### config.mk
export PLATFORM = sky130hd
export DESIGN_NAME = rational_arithmetic_unit_flat
export DESIGN_NICKNAME = d
export VERILOG_FILES = /design/src/sv/rau_pkg.sv /design/src/sv/rau_if.sv /design/src/sv/rau_front.sv /design/src/sv/rau_back.sv /design/src/sv/rational_arithmetic_unit.sv /design/src/flat_wrapper.sv
export SDC_FILE = /design/constraint.sdc
export NUM_CORES = 2
export LEC_CHECK = 0
export BUFFER_PORTS_ARGS = -buffer_cell sky130_fd_sc_hd__buf_2
export CAP_MARGIN = 40
export CORE_AREA = 2 2 253 504
export CTS_CLUSTER_DIAMETER = 50
export DETAILED_ROUTE_END_ITERATION = 7
export DIE_AREA = 0 0 255 506
export GPL_ROUTABILITY_DRIVEN = 0
export PLACE_DENSITY = 0.65
export REMOVE_ABC_BUFFERS = 1
export SYNTH_ARGS = -nofsm -noshare
export SYNTH_HDL_FRONTEND = slang
export SYNTH_HIERARCHICAL = 1
export SYNTH_SLANG_ARGS = --single-unit
export TNS_END_PERCENT = 5
### constraint.sdc
create_clock -name clock -period 20.2 [get_ports clock]
set_clock_uncertainty 0.05 [all_clocks]
set_input_delay 2.02 -clock clock [delete_from_list [all_inputs] [get_ports clock]]
set_output_delay 2.02 -clock clock [all_outputs]
set_load 0.03 [all_outputs]
### src/sv/rau_pkg.sv
// shared types, constants and helpers for the rational arithmetic unit
package rau_pkg;
   localparam int OPERAND_WIDTH = 16;
   localparam int MAG_W = 2 * OPERAND_WIDTH + 1;
   localparam int NUM_W = 33;
   localparam int DEN_W = 31;
   localparam int CNT_W = $clog2(MAG_W + 1);

   typedef enum logic [1:0] {
      CMD_ADD = 2'd0,
      CMD_SUB = 2'd1,
      CMD_MUL = 2'd2,
      CMD_DIV = 2'd3
   } cmd_type;

   typedef struct packed {
      cmd_type                    command;
      logic signed [OPERAND_WIDTH-1:0] num_a;
      logic signed [OPERAND_WIDTH-1:0] den_a;
      logic signed [OPERAND_WIDTH-1:0] num_b;
      logic signed [OPERAND_WIDTH-1:0] den_b;
   } req_type;

   typedef struct packed {
      logic signed [NUM_W-1:0] res_num;
      logic [DEN_W-1:0]        res_den;
      logic                    status;
   } rsp_type;

   // classified operands: sign flags and magnitudes
   typedef struct packed {
      cmd_type                  command;
      logic                     na, nb, nc, nd;
      logic [OPERAND_WIDTH-1:0] a, b, c, d;
   } work_type;

   function automatic logic [OPERAND_WIDTH-1:0] mag_of(
         input logic [OPERAND_WIDTH-1:0] v);
      mag_of = v[OPERAND_WIDTH-1] ? (~v + 1'b1) : v;
   endfunction
endpackage

### src/sv/rau_if.sv
// valid/ready channel interfaces
interface rau_req_if;
   import rau_pkg::*;
   logic    valid;
   logic    ready;
   req_type data;
   modport source (output valid, output data, input ready);
   modport sink (input valid, input data, output ready);
endinterface

interface rau_rsp_if;
   import rau_pkg::*;
   logic    valid;
   logic    ready;
   rsp_type data;
   modport source (output valid, output data, input ready);
   modport sink (input valid, input data, output ready);
endinterface

### src/sv/rau_front.sv
// front end: takes requests, splits operands into sign and magnitude, two-entry queue
module rau_front import rau_pkg::*; (
   input  logic     clock,
   input  logic     reset,
   rau_req_if.sink  req,
   output logic     work_valid,
   input  logic     work_ready,
   output work_type work
);
   work_type   q_ff [2];
   work_type   entry;
   logic       wr_ff, wr_in, rd_ff, rd_in;
   logic [1:0] cnt_ff, cnt_in;
   logic       push, pop;

   assign req.ready  = cnt_ff != 2'd2;
   assign push       = req.valid && req.ready;
   assign work_valid = cnt_ff != 2'd0;
   assign pop        = work_valid && work_ready;
   assign work       = q_ff[rd_ff];

   always_comb begin
      entry.command = req.data.command;
      entry.na = req.data.num_a[OPERAND_WIDTH-1];
      entry.nb = req.data.den_a[OPERAND_WIDTH-1];
      entry.nc = req.data.num_b[OPERAND_WIDTH-1];
      entry.nd = req.data.den_b[OPERAND_WIDTH-1];
      entry.a  = mag_of(req.data.num_a);
      entry.b  = mag_of(req.data.den_a);
      entry.c  = mag_of(req.data.num_b);
      entry.d  = mag_of(req.data.den_b);
      wr_in  = push ? ~wr_ff : wr_ff;
      rd_in  = pop ? ~rd_ff : rd_ff;
      cnt_in = cnt_ff + {1'b0, push} - {1'b0, pop};
   end

   always_ff @(posedge clock) begin
      if (reset) begin
         wr_ff  <= 1'b0;
         rd_ff  <= 1'b0;
         cnt_ff <= 2'd0;
      end else begin
         wr_ff  <= wr_in;
         rd_ff  <= rd_in;
         cnt_ff <= cnt_in;
      end
      if (push) q_ff[wr_ff] <= entry;
   end

   a_no_overflow: assert property (@(posedge clock) disable iff (reset)
      cnt_ff == 2'd2 |-> !push) else $error("queue overflow");
   a_no_underflow: assert property (@(posedge clock) disable iff (reset)
      cnt_ff == 2'd0 |-> !pop) else $error("queue underflow");
   a_count: assert property (@(posedge clock) disable iff (reset)
      (push && !pop) |=> cnt_ff == $past(cnt_ff) + 2'd1) else $error("count slip");
endmodule

### src/sv/rau_back.sv
// back end: sequencer with shared multiplier and restoring divider, gcd by remainders
module rau_back import rau_pkg::*; (
   input  logic     clock,
   input  logic     reset,
   input  logic     work_valid,
   output logic     work_ready,
   input  work_type work,
   rau_rsp_if.source rsp
);
   typedef enum logic [3:0] {
      S_IDLE, S_G1, S_DEN1, S_T1, S_T2, S_SUM, S_MUL1, S_MUL2,
      S_G2, S_RN, S_RD, S_OUT
   } state_type;

   state_type        state_ff;
   work_type         w_ff;
   logic [MAG_W-1:0] x_ff, y_ff;      // gcd operands
   logic [MAG_W-1:0] g_ff, bq_ff, dq_ff, den_ff, nmag_ff, t1_ff;
   logic             neg_ff, ret_ff;
   // divider
   logic             dbusy_ff;
   logic [MAG_W-1:0] dq_r_ff, drem_ff, ddiv_ff;
   logic [CNT_W-1:0] dcnt_ff;
   logic [MAG_W:0]   trial;
   logic [MAG_W-1:0] rem_sh;
   logic [MAG_W-1:0] prod;
   logic [MAG_W-1:0] ma, mb;
   logic             t1n, t2n;
   rsp_type          out_ff;
   logic             ovalid_ff;

   assign work_ready = state_ff == S_IDLE;
   assign rsp.valid  = ovalid_ff;
   assign rsp.data   = out_ff;
   assign prod       = MAG_W'(ma[OPERAND_WIDTH*2-1:0] * mb[OPERAND_WIDTH*2-1:0]);
   assign rem_sh     = {drem_ff[MAG_W-2:0], dq_r_ff[MAG_W-1]};
   assign trial      = {1'b0, rem_sh} - {1'b0, ddiv_ff};

   always_comb begin
      ma = '0; mb = '0;
      t1n = w_ff.na ^ w_ff.nb;
      t2n = (w_ff.nc ^ w_ff.nd) ^ (w_ff.command == CMD_SUB);
      unique case (state_ff)
         S_DEN1:  begin ma = bq_ff; mb = MAG_W'(w_ff.d); end
         S_T1:    begin ma = MAG_W'(w_ff.a); mb = dq_ff; end
         S_T2:    begin ma = MAG_W'(w_ff.c); mb = bq_ff; end
         S_MUL1:  begin
            ma = MAG_W'(w_ff.a);
            mb = MAG_W'((w_ff.command == CMD_MUL) ? w_ff.c : w_ff.d);
         end
         S_MUL2:  begin
            ma = MAG_W'(w_ff.b);
            mb = MAG_W'((w_ff.command == CMD_MUL) ? w_ff.d : w_ff.c);
         end
         default: ;
      endcase
   end

   always_ff @(posedge clock) begin
      if (reset) begin
         state_ff  <= S_IDLE;
         dbusy_ff  <= 1'b0;
         ovalid_ff <= 1'b0;
      end else begin
         if (rsp.valid && rsp.ready) ovalid_ff <= 1'b0;
         if (dbusy_ff) begin
            if (trial[MAG_W]) drem_ff <= rem_sh;
            else drem_ff <= trial[MAG_W-1:0];
            dq_r_ff <= {dq_r_ff[MAG_W-2:0], ~trial[MAG_W]};
            dcnt_ff <= dcnt_ff - 1'b1;
            if (dcnt_ff == CNT_W'(1)) dbusy_ff <= 1'b0;
         end
         unique case (state_ff)
            S_IDLE: if (work_valid) begin
               w_ff <= work;
               if (work.command == CMD_ADD || work.command == CMD_SUB) begin
                  if (work.b != '0 && work.d != '0) begin
                     x_ff <= MAG_W'(work.b); y_ff <= MAG_W'(work.d);
                     ret_ff <= 1'b0; state_ff <= S_G1;
                  end else begin
                     g_ff <= MAG_W'(1); den_ff <= '0;
                     bq_ff <= MAG_W'(work.b); dq_ff <= MAG_W'(work.d);
                     ret_ff <= 1'b0;
                     state_ff <= S_T1;
                  end
               end else state_ff <= S_MUL1;
            end
            S_G1, S_G2: if (!dbusy_ff) begin
               // one remainder per pass; divider result ready when idle
               if (y_ff == '0) begin
                  g_ff <= x_ff;
                  if (state_ff == S_G1) begin
                     dq_r_ff <= MAG_W'(w_ff.b); ddiv_ff <= x_ff;
                     drem_ff <= '0; dcnt_ff <= CNT_W'(MAG_W); dbusy_ff <= 1'b1;
                     ret_ff <= 1'b1;
                     state_ff <= S_DEN1;
                  end else begin
                     dq_r_ff <= nmag_ff; ddiv_ff <= x_ff;
                     drem_ff <= '0; dcnt_ff <= CNT_W'(MAG_W); dbusy_ff <= 1'b1;
                     state_ff <= S_RN;
                  end
               end else if (!ret_ff) begin
                  dq_r_ff <= x_ff; ddiv_ff <= y_ff; drem_ff <= '0;
                  dcnt_ff <= CNT_W'(MAG_W); dbusy_ff <= 1'b1; ret_ff <= 1'b1;
               end else begin
                  x_ff <= y_ff; y_ff <= drem_ff; ret_ff <= 1'b0;
               end
            end
            S_DEN1: if (!dbusy_ff) begin
               if (ret_ff) begin
                  bq_ff <= dq_r_ff;
                  dq_r_ff <= MAG_W'(w_ff.d); ddiv_ff <= g_ff; drem_ff <= '0;
                  dcnt_ff <= CNT_W'(MAG_W); dbusy_ff <= 1'b1; ret_ff <= 1'b0;
               end else begin
                  dq_ff <= dq_r_ff; ret_ff <= 1'b1;
                  state_ff <= S_T1;
               end
            end
            S_T1: begin
               if (ret_ff) den_ff <= MAG_W'(bq_ff[OPERAND_WIDTH-1:0] * w_ff.d);
               t1_ff <= prod; state_ff <= S_T2;
            end
            S_T2: begin
               if (t1n == t2n) begin nmag_ff <= t1_ff + prod; neg_ff <= t1n; end
               else if (t1_ff >= prod) begin nmag_ff <= t1_ff - prod; neg_ff <= t1n; end
               else begin nmag_ff <= prod - t1_ff; neg_ff <= t2n; end
               state_ff <= S_SUM;
            end
            S_SUM: begin
               x_ff <= nmag_ff; y_ff <= den_ff; ret_ff <= 1'b0;
               state_ff <= (nmag_ff == '0) ? S_OUT : S_G2;
            end
            S_MUL1: begin
               nmag_ff <= prod; state_ff <= S_MUL2;
               neg_ff <= (w_ff.na ^ w_ff.nb) ^ (w_ff.nc ^ w_ff.nd);
            end
            S_MUL2: begin den_ff <= prod; state_ff <= S_SUM; end
            S_RN: if (!dbusy_ff) begin
               nmag_ff <= dq_r_ff;
               dq_r_ff <= den_ff; ddiv_ff <= g_ff; drem_ff <= '0;
               dcnt_ff <= CNT_W'(MAG_W); dbusy_ff <= 1'b1;
               state_ff <= S_RD;
            end
            S_RD: if (!dbusy_ff) begin
               den_ff <= dq_r_ff; state_ff <= S_OUT;
            end
            S_OUT: if (!ovalid_ff) begin
               if (nmag_ff == '0) begin
                  out_ff.res_num <= '0; out_ff.res_den <= DEN_W'(1);
                  out_ff.status <= 1'b0;
               end else begin
                  out_ff.res_num <= neg_ff ? NUM_W'(~nmag_ff + 1'b1) : NUM_W'(nmag_ff);
                  out_ff.res_den <= DEN_W'(den_ff);
                  out_ff.status  <= den_ff == '0;
               end
               ovalid_ff <= 1'b1; state_ff <= S_IDLE;
            end
            default: state_ff <= S_IDLE;
         endcase
      end
   end

   a_hold: assert property (@(posedge clock) disable iff (reset)
      (ovalid_ff && !rsp.ready) |=> ovalid_ff) else $error("result dropped");
   a_div_idle: assert property (@(posedge clock) disable iff (reset)
      state_ff == S_IDLE |-> !dbusy_ff) else $error("divider busy at idle");
   a_one_den: assert property (@(posedge clock) disable iff (reset)
      (ovalid_ff && out_ff.status) |-> out_ff.res_den == '0) else $error("bad infinity");
endmodule

### src/sv/rational_arithmetic_unit.sv
// Rational arithmetic unit: add, subtract, multiply or divide two signed
// fractions and reduce the result to lowest terms, sign on the numerator.
// The back end runs every gcd remainder and every exact quotient through one
// shared restoring divider, for the lcm of the denominators and for the reduction.
// A two-entry queue lets the next requests be taken while one is in work.
module rational_arithmetic_unit import rau_pkg::*; (
   input logic       clock,
   input logic       reset,
   rau_req_if.sink   req,
   rau_rsp_if.source rsp
);
   logic     work_valid, work_ready;
   work_type work;

   rau_front u_front (.clock, .reset, .req, .work_valid, .work_ready, .work);
   rau_back  u_back  (.clock, .reset, .work_valid, .work_ready, .work, .rsp);
endmodule
### src/flat_wrapper.sv
// flat-port wrapper written by rule: the top's interface ports become plain ports
module rational_arithmetic_unit_flat import rau_pkg::*;
  (clock, reset, req_valid, req_data, req_ready, rsp_valid, rsp_data, rsp_ready);
  rau_req_if req_i ();
  rau_rsp_if rsp_i ();
  input logic clock;
  input logic reset;
  input wire logic [$bits(req_i.valid)-1:0] req_valid;
  input wire logic [$bits(req_i.data)-1:0] req_data;
  output wire logic [$bits(req_i.ready)-1:0] req_ready;
  output wire logic [$bits(rsp_i.valid)-1:0] rsp_valid;
  output wire logic [$bits(rsp_i.data)-1:0] rsp_data;
  input wire logic [$bits(rsp_i.ready)-1:0] rsp_ready;
  assign req_i.valid = req_valid;
  assign req_i.data = req_data;
  assign req_ready = req_i.ready;
  assign rsp_valid = rsp_i.valid;
  assign rsp_data = rsp_i.data;
  assign rsp_i.ready = rsp_ready;
  rational_arithmetic_unit u_core (.clock(clock), .reset(reset), .req(req_i), .rsp(rsp_i));
endmodule
# Word level (Yosys, flattened, before mapping)
# Memory sizes are Yosys's and may differ from the RTL's. A register that Yosys moved wholly into a read port is not among the register bits.
# Cells that the tools add are included.
# op_classes
n_addsub,12
multipliers,2
order_cmp,1
n_eq_ne,34
n_mux,123
bitwise_logic,14
reduce_logical,37
# ops
cell,n
$mux W33,47
$pmux W33 S3,6
$mux W32,10
$pmux W32 S5,1
$pmux W33 S4,1
$pmux W32 S2,2
$pmux W32 S4,1
$logic_not A33 Y1,3
$mux W16,6
$pmux W33 S2,1
$sub A33 B33 Y33,2
$add A16 B1 Y16 const B,4
$not A16 Y16,4
$mux W6,7
$reduce_and A7 Y1,6
$mux W4,10
$pmux W4 S10,1
$sub A33 B33 Y34,1
$add A33 B1 Y33 const B,1
$add A33 B33 Y33,1
$ge A33 B33 Y1,1
$mul A32 B32 Y33,1
$not A33 Y33,1
$mul A16 B16 Y32,1
33 further kinds,104
# word_totals
register_bits,514
ramBits,140
inputBits,70
output_inout_bits,67
elab_cells,256
n_memories,1
# memory_table
name,words,word_bits,rd,rd_clocked_by_memory_dff,write_ports,line,rtl
u_core.u_front.q_ff,2,70,1,1,1,rau_front.sv:10,work_type q_ff [2];

# Logic depth before layout (Yosys ltp)
# depth
word_depth,8
depth_mapped,51
ltp_nobuf,43

# Hierarchy
# Netlist, hierarchy kept.
# by_module_without_submodules
mod,instances,cells_each,area_per_inst_um2,seq_area_each_um2
rau_back,1,5965,55557.0,15254.6
rau_front,1,422,6462.4,4304.1

# Least setup slack after synthesis
# No wires, ideal clock.
# synth_timing
kind,register to register
startpoint,register u_core.u_back.state_ff[0]
endpoint,"register u_core.u_back.nmag_ff[20], data pin"
setup_ns,0.278
arrival_ns,11.275
required_time_ns,19.872
setup_slack_ns,8.598
stages_incl_launch_ff,46
n_path_buf,8
synth_period_minus_slack_ns,11.602
cell_sequence,dfxtp_1 buf_2 buf_2 nand3b_1 mux2i_4 buf_2 buf_1 a221oi_1 clkbuf_1 nor2_1 fa_1 inv_1 fa_1 fa_1 fa_1 inv_1 fa_1 fa_1 (+10 left out) and4b_1 nor3_1 inv_1 ha_1 clkbuf_1 nand4_1 nor4_1 nand3_1 o211ai_1 a21o_1 a21o_1 clkbuf_1 clkbuf_1 o211ai_1 o221ai_1 o31ai_1 xnor2_1 o221ai_1
# synth_between
elab_chain_cells,8
word_cells_on_any_way,17
classes_between,add/sub: 3; mul: 1; order compare: 1; eq/ne: 6; mux: 5; reduce/logical: 1
# synth_lines
element,line,rtl
from (decl),rau_back.sv:15,state_type state_ff;
from (signal assigned),rau_back.sv:131,state_ff <= (nmag_ff == '0) ? S_OUT : S_G2;
$eq A4 B2 Y1 or $eq A4 B3 Y1 (tied branches),rau_back.sv:43,unique case (state_ff)
$reduce_or A2 Y1 (no line),n/a,
$pmux W32 S4,rau_back.sv:43,
$mul A32 B32 Y33 *,rau_back.sv:35,assign prod = MAG_W'(ma[OPERAND_WIDTH*2-1:0] * mb[OPERAND_WIDTH*2-1:0]);
via u_core.u_back.prod[30],rau_back.sv:26,logic [MAG_W-1:0] prod;
$ge A33 B33 Y1 *,rau_back.sv:125,else if (t1_ff >= prod) begin nmag_ff <= t1_ff - prod; neg_ff <= t1n; end
$mux W33 *,rau_back.sv:125,
$mux W33 *,rau_back.sv:124,if (t1n == t2n) begin nmag_ff <= t1_ff + prod; neg_ff <= t1n; end
$pmux W33 S3 *,rau_back.sv:73,unique case (state_ff)
to (signal assigned),rau_back.sv:124,
to (signal assigned),rau_back.sv:125,
to (signal assigned),rau_back.sv:126,else begin nmag_ff <= prod - t1_ff; neg_ff <= t2n; end
to (decl),rau_back.sv:18,"logic [MAG_W-1:0] g_ff, bq_ff, dq_ff, den_ff, nmag_ff, t1_ff;"
# Mark *: on every way through the listed nets, which the timed path passes. The rest lies on a longest branch.
# A chain may end at the register's enable or synchronous reset.

# Final worst setup path
# layout_timing
startpoint,register u_core.u_back.state_ff[2]
endpoint,"register u_core.u_back.nmag_ff[24], data pin"
# layout_between
elab_chain_cells,8
word_cells_on_any_way,17
classes_between,add/sub: 3; mul: 1; order compare: 1; eq/ne: 6; mux: 5; reduce/logical: 1
# layout_lines
element,line
$eq A4 B2 Y1 or $eq A4 B3 Y1 (tied branches),rau_back.sv:43
$reduce_or A2 Y1 (no line),n/a
$pmux W32 S4,rau_back.sv:43
$mul A32 B32 Y33 *,rau_back.sv:35
via u_core.u_back.prod[20],rau_back.sv:26
"$sub A33 B33 Y33, or another cell as far along",rau_back.sv:126
$mux W33,rau_back.sv:125
$mux W33 *,rau_back.sv:124
$pmux W33 S3 *,rau_back.sv:73
# Marked as above.

==> parameters.txt <==
Parameter                              Value

STA
  Final count of pins violating max slew    0
  Setup repair after global routing missed its margin    no
  Final setup violation count    0
  Total negative slack    0 ns
  Setup WS post-layout    6.49 ns
  Final hold violations    0
  Remaining max-slew budget at the tightest pin    0.323
  Final worst path period share    0.679
  Actual slew at the worst max-slew pin    1.01 ns
  Achievable frequency    73.0 MHz
  Post-layout minimum cycle time    13.71 ns

Synth
  Cell variety after synth    93
  Number of instances in the synthesized netlist    6,387
  Async set-reset flop share out of synthesis    0
  Mapped Area    0.0620 mm^2
  Average instance area after synthesis    9.71 um^2
  Number of storage elements in the synthesis netlist    655
  Number of warning messages in the yosys log    6
  Number of enable-type register cells in the synthesized netlist    644
  Register area share after synthesis    0.315
  Primary FF master, synth    edfxtp_1

Min path
  Endpoint, Worst Hold    u_core/u_back/w_ff[31]
  Worst hold path stage count    1
  Hold Startpoint    u_core/u_front/q_ff[0][31]
  Kind of path behind the tightest hold check    register to register

Layout
  Storage element area    0.0196 mm^2
  Leading cell types in the layout, fill and taps excluded    inv_1 (913), nand2_1 (825), edfxtp_1 (644)
  Most common library cell in the layout ignoring fill and taps    inv_1
  Nets    7,515
  Combined area of the multi-input logic cells    0.0379 mm^2
  Ratio of cells with drive above 1 in the final layout    0.0902
  Area added between synthesis and finish    8.95%
  Number of fill cells    11,300

GRT
  Total global routing overflow    0
  GRT Total Usage    0.367
  Antenna violations before repair    27
  Largest net degree at the start of global routing    75
  Vias in the first global route    52,000
  Global-route wire length before repair    339 mm

Worst setup path
  Max incr delay on CP    0.78 ns
  Launching instance or port of the critical path    u_core/u_back/state_ff[2]
  Worst path arrival time    14.10 ns
  Classification of the worst setup path    register to register
  Cell at the slowest stage of the critical path    dfxtp_1
  Worst path buffer plus inverter count    8
  Most prevalent standard cell on the critical path    inv_1
  Register-to-register setup slack    6.49 ns
  Worst r2r dst    u_core/u_back/nmag_ff[24]
  Worst Setup End Kind    register
  Required arrival time at the worst endpoint    20.60 ns
  Delay-heaviest family, CP    adder cells
  Beginning of the worst register-to-register path    u_core/u_back/state_ff[2]
  Type of element launching the critical path    register
  Largest driver fanout on the critical path    26
  Cells on worst reg2reg path    41

Clock tree
  Insertion delay to the later sink of the worst-skew pair    0.71 ns
  Root cell of the clock tree    clkbuf_16
  Cts repair resizes    0
  CTS tree    yes
  Postcts setup bufs    0
  Clock buffers created by TritonCTS    69
  Buffer depth of the longest clock path    3
  H-tree depth    3
  Clock slew at reported path FFs    0.07 ns
  Number of clock sinks    655
  Post-cts hold buffer count    0

Floorplanning
  Num rows    184
  Die H    506 um
  Initial Utilization    0.494
  Overall die width    255 um
  Core area    0.125 mm^2
  IO Pins    137
  Die area    0.129 mm^2

Route
  Number of search-and-repair iterations in the first detailed-routing pass    8
  Vias    51,300
  Antenna viol nets, final    0
  Post-detailed-route DRC marker count    39
  1st-iter DRT viols    6,073
  Routed wire length    235 mm
  DR vias/cell    6.27
  Average wire length per cell after detail routing    28.6 um

Job
  Number of maximum-capacitance violations    0

Status
  Outcome    finished, violations left
  Violations in the final reports    design-rule violations

Placed design
  Port Buf Inserts    136
  DP Worst Slack    6.83 ns
  HPWL after detailed placement    175 mm
==> routing by layer <==
layer | share of wire | global-route usage | up-vias
met1 | 0.31 | 0.381 | 25100
met5 | 0.00037 | 0 | -
met4 | 0.12 | 0.355 | 14
met2 | 0.47 | 0.587 | 3414
li1 | - | - | 21600
met3 | 0.10 | 0.106 | 1252
==> final cells by class <==
| class | instances | area share |
|---|---|---|
| diodes | 19 | 0.000704 |
| clock buffers | 86 | 0.0268 |
| clock inverters | 41 | 0.00809 |
| inverters | 916 | 0.0509 |
| multi-input cells | 4487 | 0.562 |
| flip-flops and latches | 655 | 0.290 |
| well taps | 1674 | 0.0310 |
| repair buffers | 312 | 0.0314 |
==> synth_stat cells (all sizes together), types with 34 or more instances <==
| master | n | area (um^2) |
|---|---|---|
| nor3 | 44 | 220 |
| fa | 636 | 12700 |
| clkbuf | 284 | 1070 |
| a21o | 65 | 488 |
| nand3 | 72 | 360 |
| mux2i | 81 | 823 |
| mux2 | 89 | 1000 |
| a22o | 72 | 631 |
| and2 | 147 | 920 |
| nor2 | 517 | 1940 |
| o31ai | 47 | 377 |
| nand2b | 47 | 294 |
| nor4 | 43 | 269 |
| edfxtp | 644 | 19300 |
| a22oi | 91 | 683 |
| xor2 | 79 | 692 |
| o21ai | 280 | 1400 |
| a222oi | 40 | 400 |
| ha | 368 | 4600 |
| nor2b | 62 | 388 |
| buf | 45 | 199 |
| o21bai | 39 | 293 |
| xnor2 | 172 | 1510 |
| inv | 915 | 3430 |
| o221ai | 34 | 298 |
| a21oi | 260 | 1300 |
| nand2 | 827 | 3100 |
==> worst max path at each step <==
stage / to / cells after the start
floorplan: u_core/u_back/nmag_ff[24] / 37
global placement: u_core/u_back/nmag_ff[24] / 42
detailed placement: u_core/u_back/nmag_ff[24] / 40
CTS: u_core/u_back/nmag_ff[24] / 41
global route: u_core/u_back/nmag_ff[24] / 41
finish: u_core/u_back/nmag_ff[24] / 41
==> metrics by stage <==
step	instances	util	instance area, um^2	hold WS [ns]
after floorplan	6058	-	60800	0.431
after global placement	8007	0.516	64800	0.448
after detailed placement	8027	0.518	65000	0.449
after CTS	8154	0.537	67400	0.468
after global routing	8172	0.538	67500	0.498
final	8190	0.539	67600	0.468
==> kinds of logic after synthesis <==
family          after synthesis  synth area share
mux                         170            0.0294
fa+ha+maj                  1004             0.280
buf+inv                    1245            0.0759
simple gates               1917             0.139
xor+xnor                    255            0.0370
flops                       655             0.315
compound gates             1141             0.124
==> state kept, by name, summed over array words and instances, names as in the netlist, 6 cells and up, named ones only <==
signal	count
u_core/u_back/bq_ff	32
u_core/u_back/w_ff	70
u_core/u_back/dq_r_ff	33
u_core/u_back/ddiv_ff	33
u_core/u_back/drem_ff	33
u_core/u_back/nmag_ff	33
u_core/u_back/dcnt_ff	6
u_core/u_back/t1_ff	33
u_core/u_back/x_ff	33
u_core/u_front/q_ff	140
u_core/u_back/g_ff	33
u_core/u_back/y_ff	33
u_core/u_back/dq_ff	32
u_core/u_back/den_ff	33
u_core/u_back/rsp.data	65
Power is not shown: default switching activity piles up to over one toggle a cycle in this logic, so the estimate is an artifact.
